<file path="config.mk">
export PLATFORM = sky130hd
export DESIGN_NAME = binary_dfa_word_checker_core
export DESIGN_NICKNAME = d
export VERILOG_FILES = /design/src/hdl/bdfa_pkg.sv /design/src/hdl/bdfa_table.sv /design/src/hdl/bdfa_walker.sv /design/src/hdl/binary_dfa_word_checker_core.sv
export SDC_FILE = /design/constraint.sdc
export NUM_CORES = 1
export LEC_CHECK = 0
export BUFFER_PORTS_ARGS = -buffer_cell sky130_fd_sc_hd__buf_2
export CORE_ASPECT_RATIO = 0.5
export CORE_MARGIN = 2
export CORE_UTILIZATION = 51
export DETAILED_ROUTE_END_ITERATION = 6
export GPL_TIMING_DRIVEN = 0
export HOLD_SLACK_MARGIN = 0.12
export PLACE_DENSITY_LB_ADDON = 0.2
export SLEW_MARGIN = 20
export SYNTH_ARGS = -nofsm -noshare
export SYNTH_HDL_FRONTEND = slang
export SYNTH_HIERARCHICAL = 1
export SYNTH_SLANG_ARGS = --single-unit
</file>
<file path="constraint.sdc">
create_clock -name clk -period 3.9 [get_ports clk]
set_input_delay 0.78 -clock clk [delete_from_list [all_inputs] [get_ports clk]]
set_output_delay 0.78 -clock clk [all_outputs]
set_load 0.005 [all_outputs]
</file>
<file path="src/hdl/bdfa_pkg.sv">
// ----------------------------------------------------------------------------
// bdfa_pkg: shared types and codes of the binary DFA word checker
// Holds the table entry layout, the status codes and the item opcodes.
// ----------------------------------------------------------------------------
package bdfa_pkg;

    // Width of a state index as carried in items and in the table.
    localparam int STATE_W = 4;

    // Width of an entry status code.
    localparam int STATUS_W = 2;

    // Width of the check word on the item port.
    localparam int WORD_PORT_W = 32;

    // Entry status codes; the unused fourth code behaves as intermediate.
    localparam logic [STATUS_W-1:0] STATUS_INTER = 2'd0;
    localparam logic [STATUS_W-1:0] STATUS_FINAL = 2'd1;
    localparam logic [STATUS_W-1:0] STATUS_DEAD  = 2'd2;

    // Item opcodes.
    localparam logic OP_WRITE = 1'b0;
    localparam logic OP_CHECK = 1'b1;

    // One table entry.
    typedef struct packed {
        logic [STATE_W-1:0]  next_zero;
        logic [STATE_W-1:0]  next_one;
        logic [STATUS_W-1:0] status;
    } entry_t;

    // Status of the walker toward the top level.
    typedef struct packed {
        logic busy;
        logic done;
        logic accepted;
    } walk_status_t;

endpackage

</file>
<file path="src/hdl/bdfa_table.sv">
// ----------------------------------------------------------------------------
// bdfa_table: transition table of the automaton
// Register array with one write port and one registered read port.
// ----------------------------------------------------------------------------
module bdfa_table #(
    parameter int IDX_W = 4
) (
    input  logic                 clk,
    input  logic                 wr_en,
    input  logic [IDX_W-1:0]     wr_idx,
    input  bdfa_pkg::entry_t     wr_entry,
    input  logic [IDX_W-1:0]     rd_idx,
    output bdfa_pkg::entry_t     rd_entry
);
    import bdfa_pkg::*;

    localparam int DEPTH = 1 << IDX_W;

    entry_t table_reg [DEPTH];
    entry_t rd_entry_reg;

    // Entry write; contents are undefined until written.
    always_ff @(posedge clk)
    begin
        if (wr_en)
        begin
            table_reg[wr_idx] <= wr_entry;
        end
    end

    // Entry read; the address is the state the walker moves to at this edge.
    always_ff @(posedge clk)
    begin
        rd_entry_reg <= table_reg[rd_idx];
    end

    assign rd_entry = rd_entry_reg;

endmodule

</file>
<file path="src/hdl/bdfa_walker.sv">
// ----------------------------------------------------------------------------
// bdfa_walker: bit-serial walk of a word through the automaton
// Shifts the word out one bit per cycle and takes one transition per bit.
// ----------------------------------------------------------------------------
module bdfa_walker #(
    parameter int STATE_COUNT = 16,
    parameter int WORD_W      = 32,
    parameter int IDX_W       = 4
) (
    input  logic                                clk,
    input  logic                                rst_n,
    input  logic                                start,
    input  logic [WORD_W-1:0]                   word_in,
    input  logic [bdfa_pkg::STATE_W-1:0]        start_state,
    input  logic                                out_free,
    output logic [IDX_W-1:0]                    rd_idx,
    input  bdfa_pkg::entry_t                    rd_entry,
    output bdfa_pkg::walk_status_t              status
);
    import bdfa_pkg::*;

    typedef enum logic [1:0] {
        W_IDLE = 2'b01,
        W_WALK = 2'b10
    } walk_state_t;

    walk_state_t          state_reg, state_next;
    logic [WORD_W-1:0]    word_reg, word_next;
    logic [STATE_W-1:0]   cur_reg, cur_next;
    logic                 first_reg, first_next;

    logic                 in_range;
    logic [STATUS_W-1:0]  st_eff;
    logic                 stop;
    logic                 finish;

    // The next state addresses the table, so its entry is ready on arrival.
    assign rd_idx   = cur_next[IDX_W-1:0];
    assign in_range = int'(cur_reg) < STATE_COUNT;

    // Status of the current state; the start counts as intermediate.
    always_comb
    begin
        if (first_reg)
        begin
            st_eff = STATUS_INTER;
        end
        else if (!in_range)
        begin
            st_eff = STATUS_DEAD;
        end
        else
        begin
            st_eff = rd_entry.status;
        end
    end

    // The walk ends on an exhausted word, a dead state or an invalid state.
    assign stop   = (word_reg == '0) || (st_eff == STATUS_DEAD) || !in_range;
    assign finish = (state_reg == W_WALK) && stop && out_free;

    // Next-state logic of the walk.
    always_comb
    begin
        state_next = state_reg;
        word_next  = word_reg;
        cur_next   = cur_reg;
        first_next = first_reg;
        case (state_reg)
            W_IDLE:
            begin
                if (start)
                begin
                    state_next = W_WALK;
                    word_next  = word_in;
                    cur_next   = start_state;
                    first_next = 1'b1;
                end
            end
            W_WALK:
            begin
                if (stop)
                begin
                    if (out_free)
                    begin
                        state_next = W_IDLE;
                    end
                end
                else
                begin
                    cur_next   = word_reg[0] ? rd_entry.next_one : rd_entry.next_zero;
                    word_next  = word_reg >> 1;
                    first_next = 1'b0;
                end
            end
            default:
            begin
                state_next = W_IDLE;
            end
        endcase
    end

    // Control state.
    always_ff @(posedge clk or negedge rst_n)
    begin
        if (!rst_n)
        begin
            state_reg <= W_IDLE;
        end
        else
        begin
            state_reg <= state_next;
        end
    end

    // Shift register and walk registers.
    always_ff @(posedge clk)
    begin
        word_reg  <= word_next;
        cur_reg   <= cur_next;
        first_reg <= first_next;
    end

    assign status.busy     = (state_reg != W_IDLE);
    assign status.done     = finish;
    assign status.accepted = (st_eff == STATUS_FINAL);

endmodule

</file>
<file path="src/hdl/binary_dfa_word_checker_core.sv">
// ----------------------------------------------------------------------------
// binary_dfa_word_checker_core: programmable binary DFA word checker
// Write items load table entries; check items walk a word through the table
// and give one accepted flag.
// ----------------------------------------------------------------------------
// A write item writes its entry when taken. A check item walks the word through
// the walker one transition per bit, lowest bit first, up to the highest set bit
// (at most the word width), or fewer on a dead state; the result is registered.
// Throughput: one item at a time; one bit per cycle, then a wait for a free output.
// Reset: rst_n clears the control state and the start state register; the
// table is undefined until written.
module binary_dfa_word_checker_core #(
    parameter int STATE_COUNT = 16,
    parameter int WORD_BITS   = 32
) (
    input  logic        clk,
    input  logic        rst_n,
    // Item input
    input  logic        in_valid,
    output logic        in_stall,
    input  logic        op,
    input  logic [3:0]  entry_index,
    input  logic [3:0]  next_zero,
    input  logic [3:0]  next_one,
    input  logic [1:0]  entry_status,
    input  logic [31:0] word,
    // Result output
    output logic        out_valid,
    input  logic        out_stall,
    output logic        accepted,
    // Configuration port
    input  logic        psel,
    input  logic        penable,
    input  logic        pwrite,
    input  logic [2:0]  paddr,
    input  logic [31:0] pwdata,
    output logic [31:0] prdata,
    output logic        pready
);
    import bdfa_pkg::*;

    localparam int TABLE_STATES = (STATE_COUNT < (1 << STATE_W)) ? STATE_COUNT
                                                                 : (1 << STATE_W);
    localparam int IDX_W  = $clog2(TABLE_STATES);
    localparam int WORD_W = (WORD_BITS < WORD_PORT_W) ? WORD_BITS : WORD_PORT_W;

    logic [STATE_W-1:0] start_state_reg;
    logic               out_valid_reg;
    logic               accepted_reg;

    logic               in_take;
    logic               cfg_write;
    logic               tbl_wr_en;
    entry_t             wr_entry;
    entry_t             rd_entry;
    logic [IDX_W-1:0]   rd_idx;
    logic               out_free;
    walk_status_t       walk_status;

    // Item handshake: one item at a time.
    assign in_stall = walk_status.busy;
    assign in_take  = in_valid && !in_stall;

    // Table writes out of range are dropped.
    assign tbl_wr_en          = in_take && (op == OP_WRITE)
                                && (int'(entry_index) < STATE_COUNT);
    assign wr_entry.next_zero = next_zero;
    assign wr_entry.next_one  = next_one;
    assign wr_entry.status    = entry_status;

    bdfa_table #(
        .IDX_W (IDX_W)
    ) u_table (
        .clk      (clk),
        .wr_en    (tbl_wr_en),
        .wr_idx   (entry_index[IDX_W-1:0]),
        .wr_entry (wr_entry),
        .rd_idx   (rd_idx),
        .rd_entry (rd_entry)
    );

    bdfa_walker #(
        .STATE_COUNT (STATE_COUNT),
        .WORD_W      (WORD_W),
        .IDX_W       (IDX_W)
    ) u_walker (
        .clk         (clk),
        .rst_n       (rst_n),
        .start       (in_take && (op == OP_CHECK)),
        .word_in     (word[WORD_W-1:0]),
        .start_state (start_state_reg),
        .out_free    (out_free),
        .rd_idx      (rd_idx),
        .rd_entry    (rd_entry),
        .status      (walk_status)
    );

    // Output register frees as soon as its item is taken.
    assign out_free = !out_valid_reg || !out_stall;

    always_ff @(posedge clk or negedge rst_n)
    begin
        if (!rst_n)
        begin
            out_valid_reg <= 1'b0;
        end
        else if (walk_status.done)
        begin
            out_valid_reg <= 1'b1;
        end
        else if (!out_stall)
        begin
            out_valid_reg <= 1'b0;
        end
    end

    always_ff @(posedge clk)
    begin
        if (walk_status.done)
        begin
            accepted_reg <= walk_status.accepted;
        end
    end

    assign out_valid = out_valid_reg;
    assign accepted  = accepted_reg;

    // Configuration register: the start state, decoded at byte addresses zero to three.
    assign cfg_write = psel && penable && pwrite && pready && (paddr[2] == 1'b0);
    assign pready    = 1'b1;

    always_ff @(posedge clk or negedge rst_n)
    begin
        if (!rst_n)
        begin
            start_state_reg <= '0;
        end
        else if (cfg_write)
        begin
            start_state_reg <= pwdata[STATE_W-1:0];
        end
    end

    // Register read back.
    always_comb
    begin
        prdata = '0;
        if (paddr[2] == 1'b0)
        begin
            prdata[STATE_W-1:0] = start_state_reg;
        end
    end

endmodule
</file>
==> flow_summary.toml, run 1 <==
[status]
status = "completed"

[grt]
track_usage_pct = 19.2
grt_pass1_vias = 4411
grt_max_degree = 17
grt_pass1_wl_um = 25500
grt_overflow_total = 0
grt_antenna_before_repair = 2

[pwr]
clockPowerShare_pct = 27.7
p_comb_share_pct = 27.8
p_int_mw = 4.72
p_sw_mw = 1.91
p_per_area_nw_per_um2 = 652
seqPwrFrac_pct = 44.5
vdd_drop_max_v = 0.000392
p_leak_nw = 3.55
switching_share_pct = 28.8

[clock_network]
clock_path_buffers = 3
htree_levels = 1
cts_root_buffer = "clkbuf_16"
post_cts_buffers = 0
cts_sinks = 215
clock_latency_ns = 0.50
numCtsBuffers = 20
cts_tree = "yes"
clkTransAtPathRegs_ns = 0.06

[setup_path]
r2r_cells = 11
end_kind = "flip-flop"
critPathMaxStageDelay_ns = 0.54
arrival_ns = 3.96
cp_slowest_cell = "dfstp_2"
critical_path.startpoint = "u_walker/state_reg[0]$_DFFE_PN1P_"
rr_endpoint = "u_table/rd_entry[7]$_DFF_P_"
path_cells = "ha_1, inv_1, buf_4, and3b_1, nor2_1, a211oi_1, o221ai_1, clkbuf_1, mux4_2, a22oi_1, nand2_1"
path_class = "flip-flop to flip-flop"
crit_path_max_fanout = 10
cp.required_ns = 4.26
start_kind = "flip-flop"
timing.rr.start = "u_walker/state_reg[0]$_DFFE_PN1P_"
worst-r2r-setup-slack_ns = 0.29

[layout]
drive_above_1_share_pct = 35.6
area_growth_pct = 16.4
largest_reg_flops = 160
num-fill-cells = 1173
stdcell_area_um2 = 10200
fin_nets = 672

[routing]
drcViolationCount = 0
avgViaCountPerCell = 5.48
first_pass_iters = 4
drtAntennaViolNets = 0
route.detailed.wl_per_inst_um = 20.9
drtIter0Drc = 446
via_count = 4507
wirelength_um = 17200

[worst_hold_path]
hold_path.class = "input port to flip-flop"
whs_path_depth = 2
min_delay_worst_endpoint = "start_state_reg[0]$_DFFE_PN0P_"
min_from = "pwdata[0]"

[die]
io_pins = 125
die_y_um = 96.5
core_um2 = 16600
fp.dieW_um = 189
num_rows = 33
die_area_um2 = 18200
start_util_pct = 52.7

[placed_design]
gp_congestion = 0.809
port_buffers = 65
hpwl_um = 11500
place_area_um2 = 9530

[timing]
slew_headroom_pct = 29.3
slew_viol_final = 0
layout_min_cycle_time_ns = 3.61
setup_viol_count_final = 0
hold_violations = 0
fmax_mhz = 277
worst_slew_pin_slew_ns = 1.06
fin_skew_ns = 0.0132
finalCritPeriodShare_pct = 92.5
tns_ns = 0
rsz0062_at_grt = "no"

[yosys]
synth.area.top_cells = "edfxtp_1, mux4_2, mux2_2"
ys_warn_count = 6
synth_cell_types = 44
synth-seq-cells = 215
async_flop_share_pct = 3.26
synth_top_area_share_pct = 66.8
synth_seq_area_share_pct = 72.0
yosys.area.top_type = "edfxtp_1"
avgSynthCellArea_um2 = 19.0
synth_edf_count = 194
synth.most_common_cell = "edfxtp_1"
netlist_top_cells_count = "edfxtp_1, mux2_2, buf_4"
synth-main-ff-cell = "edfxtp_1"
synthCells = 460
synth_area_um2 = 8730

[flow_run]
drv_cap = 0
-- power by group through the flow --
stage,Combinational (mW),Clock (mW),Sequential (mW)
5_1_grt,1.98,1.97,2.98
3_3_place_gp,1.76,0,3.01
2_1_floorplan,1.26,0,2.97
3_5_place_dp,1.84,0,3.00
6_report,1.84,1.84,2.95
4_1_cts,1.85,1.88,2.95
-- kinds of logic (layout without fill, tap and decap cells) --
kind of cell / count (synthesis) / count (layout) / synth area share, %
AO/OA/AOI/OAI: 31 / 31 / 2.74
adder cells (fa/ha/maj): 2 / 2 / 0.287
buffers and inverters: 56 / 164 / 4.27
flip-flops: 215 / 215 / 72.0
multiplexers: 79 / 79 / 15.8
other: 2 / 30 / 0.0861
AND/OR/NAND/NOR: 75 / 75 / 4.80
-- how the worst max path moves through the flow --
| stage | to | depth (start not counted) |
|---|---|---|
| after floorplan | u_walker/first_reg$_DFFE_PP_ | 6 |
| after global placement | u_walker/word_reg[24]$_DFFE_PP_ | 6 |
| after detailed placement | u_table/rd_entry[3]$_DFF_P_ | 10 |
| after CTS | u_table/rd_entry[3]$_DFF_P_ | 10 |
| after global routing | u_table/rd_entry[3]$_DFF_P_ | 10 |
| final | u_table/rd_entry[7]$_DFF_P_ | 11 |
-- metrics by stage --
step | hold slack [ns] | util, % | std cells | worst slack (ns) | total power, mW
after global routing | 0.525 | 61.3 | 822 | 0.0462 | 6.93
after CTS | 0.520 | 61.3 | 822 | 0.187 | 6.68
final | 0.530 | 61.3 | 823 | 0.294 | 6.62
after detailed placement | 0.531 | 57.5 | 785 | 0.215 | 4.83
after global placement | 0.529 | 57.0 | 779 | 0.0142 | 4.76
after floorplan | 0.484 | - | 487 | 0.840 | 4.24
-- routing by layer --
metal | vias up | routed length (um) | GRT usage, %
li1 | 2035 | - | -
met1 | 2234 | 7310 | 27.7
met2 | 214 | 7340 | 29.2
met3 | 22 | 2250 | 5.67
met4 | 2 | 281 | 4.49
met5 | - | 11 | 0
-- critical path: cells and delay by family (launching register included) --
kind / cells / cell delay, ns
compound gates: 3 / 1.21
fa+ha+maj: 1 / 0.19
buf+inv: 3 / 0.61
flops: 1 / 0.54
mux: 1 / 0.40
simple gates: 3 / 0.53
-- area by class of cell --
| class | instances | area (um^2) | share of cell area, % |
|---|---|---|---|
| clock buffers | 26 | 533 | 5.25 |
| multi-input cells | 216 | 2200 | 21.7 |
| flip-flops and latches | 215 | 6280 | 61.9 |
| well taps | 227 | 284 | 2.80 |
| inverters | 8 | 30.0 | 0.296 |
| plain buffers | 48 | 344 | 3.39 |
| diodes | 1 | 2.50 | 0.0246 |
| clock inverters | 10 | 85.1 | 0.838 |
| repair buffers | 72 | 392 | 3.86 |
-- cell usage in the layout (no fill, tap or decap), types with 2 or more instances in the layout --
master,instances
nand2_1,18
a22oi_1,20
nor3b_1,2
mux4_1,12
nand3b_1,2
and2b_2,4
nor2b_1,3
clkbuf_16,20
buf_8,3
buf_4,37
buf_1,8
nand4_1,4
dfxtp_1,14
buf_6,3
edfxtp_1,194
conb_1,29
buf_2,66
clkbuf_1,6
nor3_2,4
nor4_1,7
or3_1,3
nand2b_1,3
nor2_1,17
ha_1,2
mux2i_1,4
dfrtp_1,6
inv_1,8
mux2_2,35
mux4_2,28
clkinv_2,3
clkinv_1,4
o221ai_1,4
-- timing repair --
action,4_1_cts,5_1_grt
hold buffers,1,0
setup endpoints to repair,0,3
gates resized for setup,0,2
endpoints found under the hold margin,3,0
No activity file was read; power rests on OpenSTA's default activity.
==> inputs of run 2 (changes only) <==
CORE_UTILIZATION = 57   (was 51)
MAX_ROUTING_LAYER = met4   (was not set)
clock period = 3.6 ns   (was 3.9 ns; I/O delays follow)
==> run 2 against run 1 <==
  * Non-clock buffer count unchanged
  * Critical path depth fell by 5
  * Clock skew is 0.00078 ns lower
  * Sequential cell count did not move
  * Design area down 0.47%
  * Critical path type unchanged
==> flow_summary.toml, run 2 (synthesis results as in run 1) <==
[setup_path]
crit_family = "simple AND/OR/NAND/NOR gates"
worst-r2r-setup-slack_ns = 0.19
cp.required_ns = 3.70
start_kind = "flip-flop"
crit_path_max_fanout = 10
path_cells = "ha_1, inv_1, buf_4, nor3b_1, or3b_1, nor2_1"
path_class = "flip-flop to flip-flop"
arrival_ns = 3.51
path_buf_inv = 2
rr_endpoint = "u_table/table_reg[2][3]$_DFFE_PP_"
critPathMaxStageDelay_ns = 0.78
end_kind = "flip-flop"
timing.rr.start = "u_walker/state_reg[0]$_DFFE_PN1P_"
cp_slowest_cell = "nor3b_1"
r2r_cells = 6

[pwr]
vdd_drop_max_v = 0.000449
p_leak_nw = 3.55
p_per_area_nw_per_um2 = 705

[worst_hold_path]
min_from = "pwdata[0]"
hold_path.class = "input port to flip-flop"
min_delay_worst_endpoint = "start_state_reg[0]$_DFFE_PN0P_"
whs_path_depth = 2

[placed_design]
hpwl_um = 11400
placed_cells = 756
place_area_um2 = 9490
place_ws_ns = -0.0652
gp_congestion = 0.807
port_buffers = 65

[routing]
drcViolationCount = 0
first_pass_iters = 5
avgViaCountPerCell = 5.71
wirelength_um = 17200
via_count = 4515
drtIter0Drc = 504
drtAntennaViolNets = 0
route.detailed.wl_per_inst_um = 21.7

[timing]
hold_violations = 0
slew_viol_final = 0
rsz0062_at_grt = "no"
worst_slew_pin_slew_ns = 1.04
tns_ns = 0
slew_headroom_pct = 30.4
fin_skew_ns = 0.0124
setup_viol_count_final = 0
layout_min_cycle_time_ns = 3.41
worst_slack_ns = 0.195
finalCritPeriodShare_pct = 94.6
fmax_mhz = 294

[status]
status = "completed"

[grt]
grt_pass1_wl_um = 25800
busiest_layer = "met1"
use_met1_pct = 33.2
gr-usage-met2_pct = 32.0
grt_max_degree = 17
grt_antenna_before_repair = 0
grt_overflow_total = 0
track_usage_pct = 22.2
grt_use_met3_pct = 5.11
grt_pass1_vias = 4366

[clock_network]
cts_tree = "yes"
clock_path_buffers = 3
htree_levels = 1
numCtsBuffers = 19
cts_root_buffer = "clkbuf_16"
post_cts_buffers = 0
clkTransAtPathRegs_ns = 0.06
clock_latency_ns = 0.49
cts_sinks = 215

[layout]
fin_nets = 671
regArea_um2 = 6280
final_cells = 791
multi_input_area_um2 = 2220
drive_above_1_share_pct = 36.8
largest_reg_flops = 160
final_core_util_pct = 68.8
stdcell_area_um2 = 10100
layout_commonest_cell = "edfxtp_1"
area_growth_pct = 15.9
num-fill-cells = 938
final_cell_mix = "edfxtp_1, buf_2, buf_4"
num_antenna_cells = 0

[die]
core_um2 = 14700
die_y_um = 91.5
start_util_pct = 59.4
die_area_um2 = 16400
num_rows = 31
io_pins = 125
fp.dieW_um = 179

[flow_run]
drv_cap = 0
-- run 2: timing repair --
action,CTS,global route
hold buffers,1,0
hold endpoints to repair,6,0
gates cloned,0,0
gates resized for setup,3,4
setup endpoints to repair,8,10
-- run 2: layout make-up --
| class | instances | share of cell area, % |
|---|---|---|
| Buffer | 48 | 3.44 |
| Tap cell | 198 | 2.45 |
| Timing Repair Buffer | 72 | 3.84 |
| Multi-Input combinational cell | 216 | 22.0 |
| Sequential cell | 215 | 62.1 |
| Inverter | 8 | 0.297 |
| Clock buffer | 26 | 5.16 |
| Clock inverter | 8 | 0.718 |
-- run 2: per-layer routing --
layer / wire, um / share of wire (%)
met4: 248 / 1.4
met5: 0 / 0
met1: 7840 / 46
met3: 1610 / 9.4
met2: 7460 / 43
-- run 2: report_power, final --
part / internal, mW / switching, mW / total [mW] / leakage, nW
Combinational: 0.902 / 1.09 / 2.00 / 1.30
Sequential: 3.08 / 0.110 / 3.19 / 1.96
Clock: 1.09 / 0.842 / 1.94 / 0.288
Total: 5.08 / 2.05 / 7.13 / 3.55
-- run 2: worst max-delay path by stage --
| stage | start | to | cells after the start |
|---|---|---|---|
| final | u_walker/state_reg[0]$_DFFE_PN1P_ | u_table/table_reg[2][3]$_DFFE_PP_ | 6 |
| after global routing | u_walker/state_reg[1]$_DFFE_PN0P_ | u_table/rd_entry[9]$_DFF_P_ | 13 |
| after CTS | u_walker/word_reg[0]$_DFFE_PP_ | u_table/rd_entry[5]$_DFF_P_ | 10 |
| after detailed placement | u_walker/word_reg[0]$_DFFE_PP_ | u_table/rd_entry[4]$_DFF_P_ | 10 |
| after global placement | u_walker/state_reg[0]$_DFFE_PN1P_ | u_walker/word_reg[26]$_DFFE_PP_ | 6 |
| after floorplan | u_walker/state_reg[0]$_DFFE_PN1P_ | u_walker/first_reg$_DFFE_PP_ | 6 |
-- run 2: per-stage QoR --
stage               power (mW)  hold WS, ns
CTS                       7.14        0.463
global route              7.45        0.464
global placement          5.14        0.518
floorplan                 4.59        0.424
detailed placement        5.21        0.531
finish                    7.13        0.471
==> inputs of run 3 (changes only) <==
CORE_MARGIN = not set   (was 2)
==> run 3 against run 2 <==
  * Total power increased by 0.66%
  * Register-to-register slack worse by 0.05 ns
  * Clock-buffer cell count grew 2
  * Sequential power about the same
  * Non-clock buffer count did not move
  * Maximum frequency down 1.5%
  * Global-route usage rose by 0.64 points
  * Utilization increased by 0.068 points
  * Sequential cell count stayed put
  * Worst hold slack got worse by 0.0020 ns
  * Critical endpoint is now u_table/rd_entry[4]$_DFF_P_
  * Highest routed layer unchanged
==> flow_summary.toml, run 3 (synthesis results as in run 1) <==
[worst_hold_path]
hold_path.class = "input port to flip-flop"
min_from = "pwdata[2]"

[flow_run]
drv_cap = 0

[die]
num_rows = 31
die_y_um = 89.5
die_area_um2 = 15800
io_pins = 125
core_um2 = 14700
start_util_pct = 59.4
fp.dieW_um = 177

[timing]
fin_skew_ns = 0.0223
finalCritPeriodShare_pct = 96.1
worst_slack_ns = 0.142
hold_ws_ns = 0.469
worst_slew_pin_slew_ns = 1.02
setup_viol_count_final = 0
hold_violations = 0
rsz0062_at_grt = "no"
slew_headroom_pct = 31.4
fmax_mhz = 289
layout_min_cycle_time_ns = 3.46
slew_viol_final = 0

[layout]
area_growth_pct = 16.0
stdcell_area_um2 = 10100
final_cell_mix = "edfxtp_1, buf_2, buf_4"
drive_above_1_share_pct = 36.0
multi_input_area_um2 = 2220
largest_reg_flops = 160
regArea_um2 = 6280
num_antenna_cells = 0
num-fill-cells = 950
layout_commonest_cell = "edfxtp_1"
fin_nets = 672
final_core_util_pct = 68.8

[placed_design]
hpwl_um = 11300
gp_congestion = 0.801
place_area_um2 = 9490
place_ws_ns = -0.0574
port_buffers = 65

[clock_network]
numCtsBuffers = 20
clkTransAtPathRegs_ns = 0.06
clock_path_buffers = 3
post_cts_buffers = 0
clock_latency_ns = 0.50
cts_root_buffer = "clkbuf_16"
htree_levels = 1
cts_sinks = 215
cts_tree = "yes"

[routing]
drtAntennaViolNets = 0
dr_wl_met2_um = 7830
route.detailed.wl_per_inst_um = 21.6
wl_met1_um = 7570
drcViolationCount = 0
first_pass_iters = 4
via_count = 4603
avgViaCountPerCell = 5.80
wirelength_um = 17100
wl_met3_um = 1440
top_layer = "met4"
drtIter0Drc = 422

[setup_path]
start_kind = "flip-flop"
end_kind = "flip-flop"
r2r_cells = 11
endpoint = "u_table/rd_entry[4]$_DFF_P_"
timing.rr.start = "u_walker/word_reg[0]$_DFFE_PP_"
rr_endpoint = "u_table/rd_entry[4]$_DFF_P_"
arrival_ns = 3.81
crit_path_max_fanout = 10
critical_path.startpoint = "u_walker/word_reg[0]$_DFFE_PP_"
cp.required_ns = 3.95
worst-r2r-setup-slack_ns = 0.14
path_class = "flip-flop to flip-flop"

[grt]
grt_overflow_total = 0
grt_antenna_before_repair = 0
track_usage_pct = 22.8
grt_max_degree = 17
grt_pass1_wl_um = 25000
grt_pass1_vias = 4383

[pwr]
p_leak_nw = 3.55
p_per_area_nw_per_um2 = 709
vdd_drop_max_v = 0.000468
finalPower_mw = 7.17

[status]
status = "completed"
run 3: changes by cell type in the layout (fill, tap and decap cells not counted), sizes merged:
cell | previous run | this run
buf | 116 | 115
clkbuf | 29 | 32
clkinv | 5 | 6
clkinvlp | 1 | 0
run 3: final cells by class:
| cell class | instances | area share (%) |
|---|---|---|
| Inverter | 8 | 0.297 |
| Multi-Input combinational cell | 216 | 21.9 |
| Sequential cell | 215 | 62.1 |
| Tap cell | 198 | 2.45 |
| Buffer | 48 | 3.44 |
| Clock inverter | 8 | 0.767 |
| Clock buffer | 28 | 5.24 |
| Timing Repair Buffer | 72 | 3.83 |
run 3: power by group:
part / leakage, nW / total (mW) / internal [mW] / switching [mW]
clock network: 0.293 / 1.98 / 1.11 / 0.870
logic: 1.29 / 1.99 / 0.902 / 1.09
registers: 1.96 / 3.20 / 3.08 / 0.112
run 3: what timing repair did:
| action | CTS | global route |
|---|---|---|
| gates resized for setup | 1 | 6 |
| hold buffers | 1 | 0 |
| setup endpoints to repair | 6 | 10 |
| gates cloned | 0 | 0 |
| hold endpoints to repair | 6 | 0 |
run 3: per-stage QoR:
stage,setup TNS (ns),instances
after CTS,0,793
after global placement,-8.64,750
final,0,793
after global routing,0,793
after floorplan,0,487
after detailed placement,-0.229,756
run 3: critical path, stage by stage, from the launching register on:
cell and delay, ns:
edfxtp_1 0.38, buf_6 0.15, nor4_2 0.29, nand4_1 0.20
o21ai_1 0.41, a211oi_2 0.19, o221ai_1 0.29, buf_6 0.19
buf_8 0.16, mux4_1 0.63, a22oi_1 0.31, nand2_1 0.13
run 3: worst min path at each step:
| stage | slack [ns] | cells after the start | end |
|---|---|---|---|
| after floorplan | 0.42 | 0 | out_valid$_DFFE_PN0P_ |
| after global placement | 0.53 | 1 | accepted$_DFFE_PP_ |
| after detailed placement | 0.54 | 1 | accepted$_DFFE_PP_ |
| after CTS | 0.46 | 2 | start_state_reg[2]$_DFFE_PN0P_ |
| after global routing | 0.46 | 2 | start_state_reg[2]$_DFFE_PN0P_ |
| final | 0.47 | 2 | start_state_reg[2]$_DFFE_PN0P_ |
run 3: routing by layer:
| layer | track usage, % | vias up |
|---|---|---|
| li1 | - | 2035 |
| met1 | 32.6 | 2330 |
| met2 | 34.5 | 212 |
| met3 | 4.38 | 26 |
| met4 | 5.17 | 0 |
| met5 | - | - |
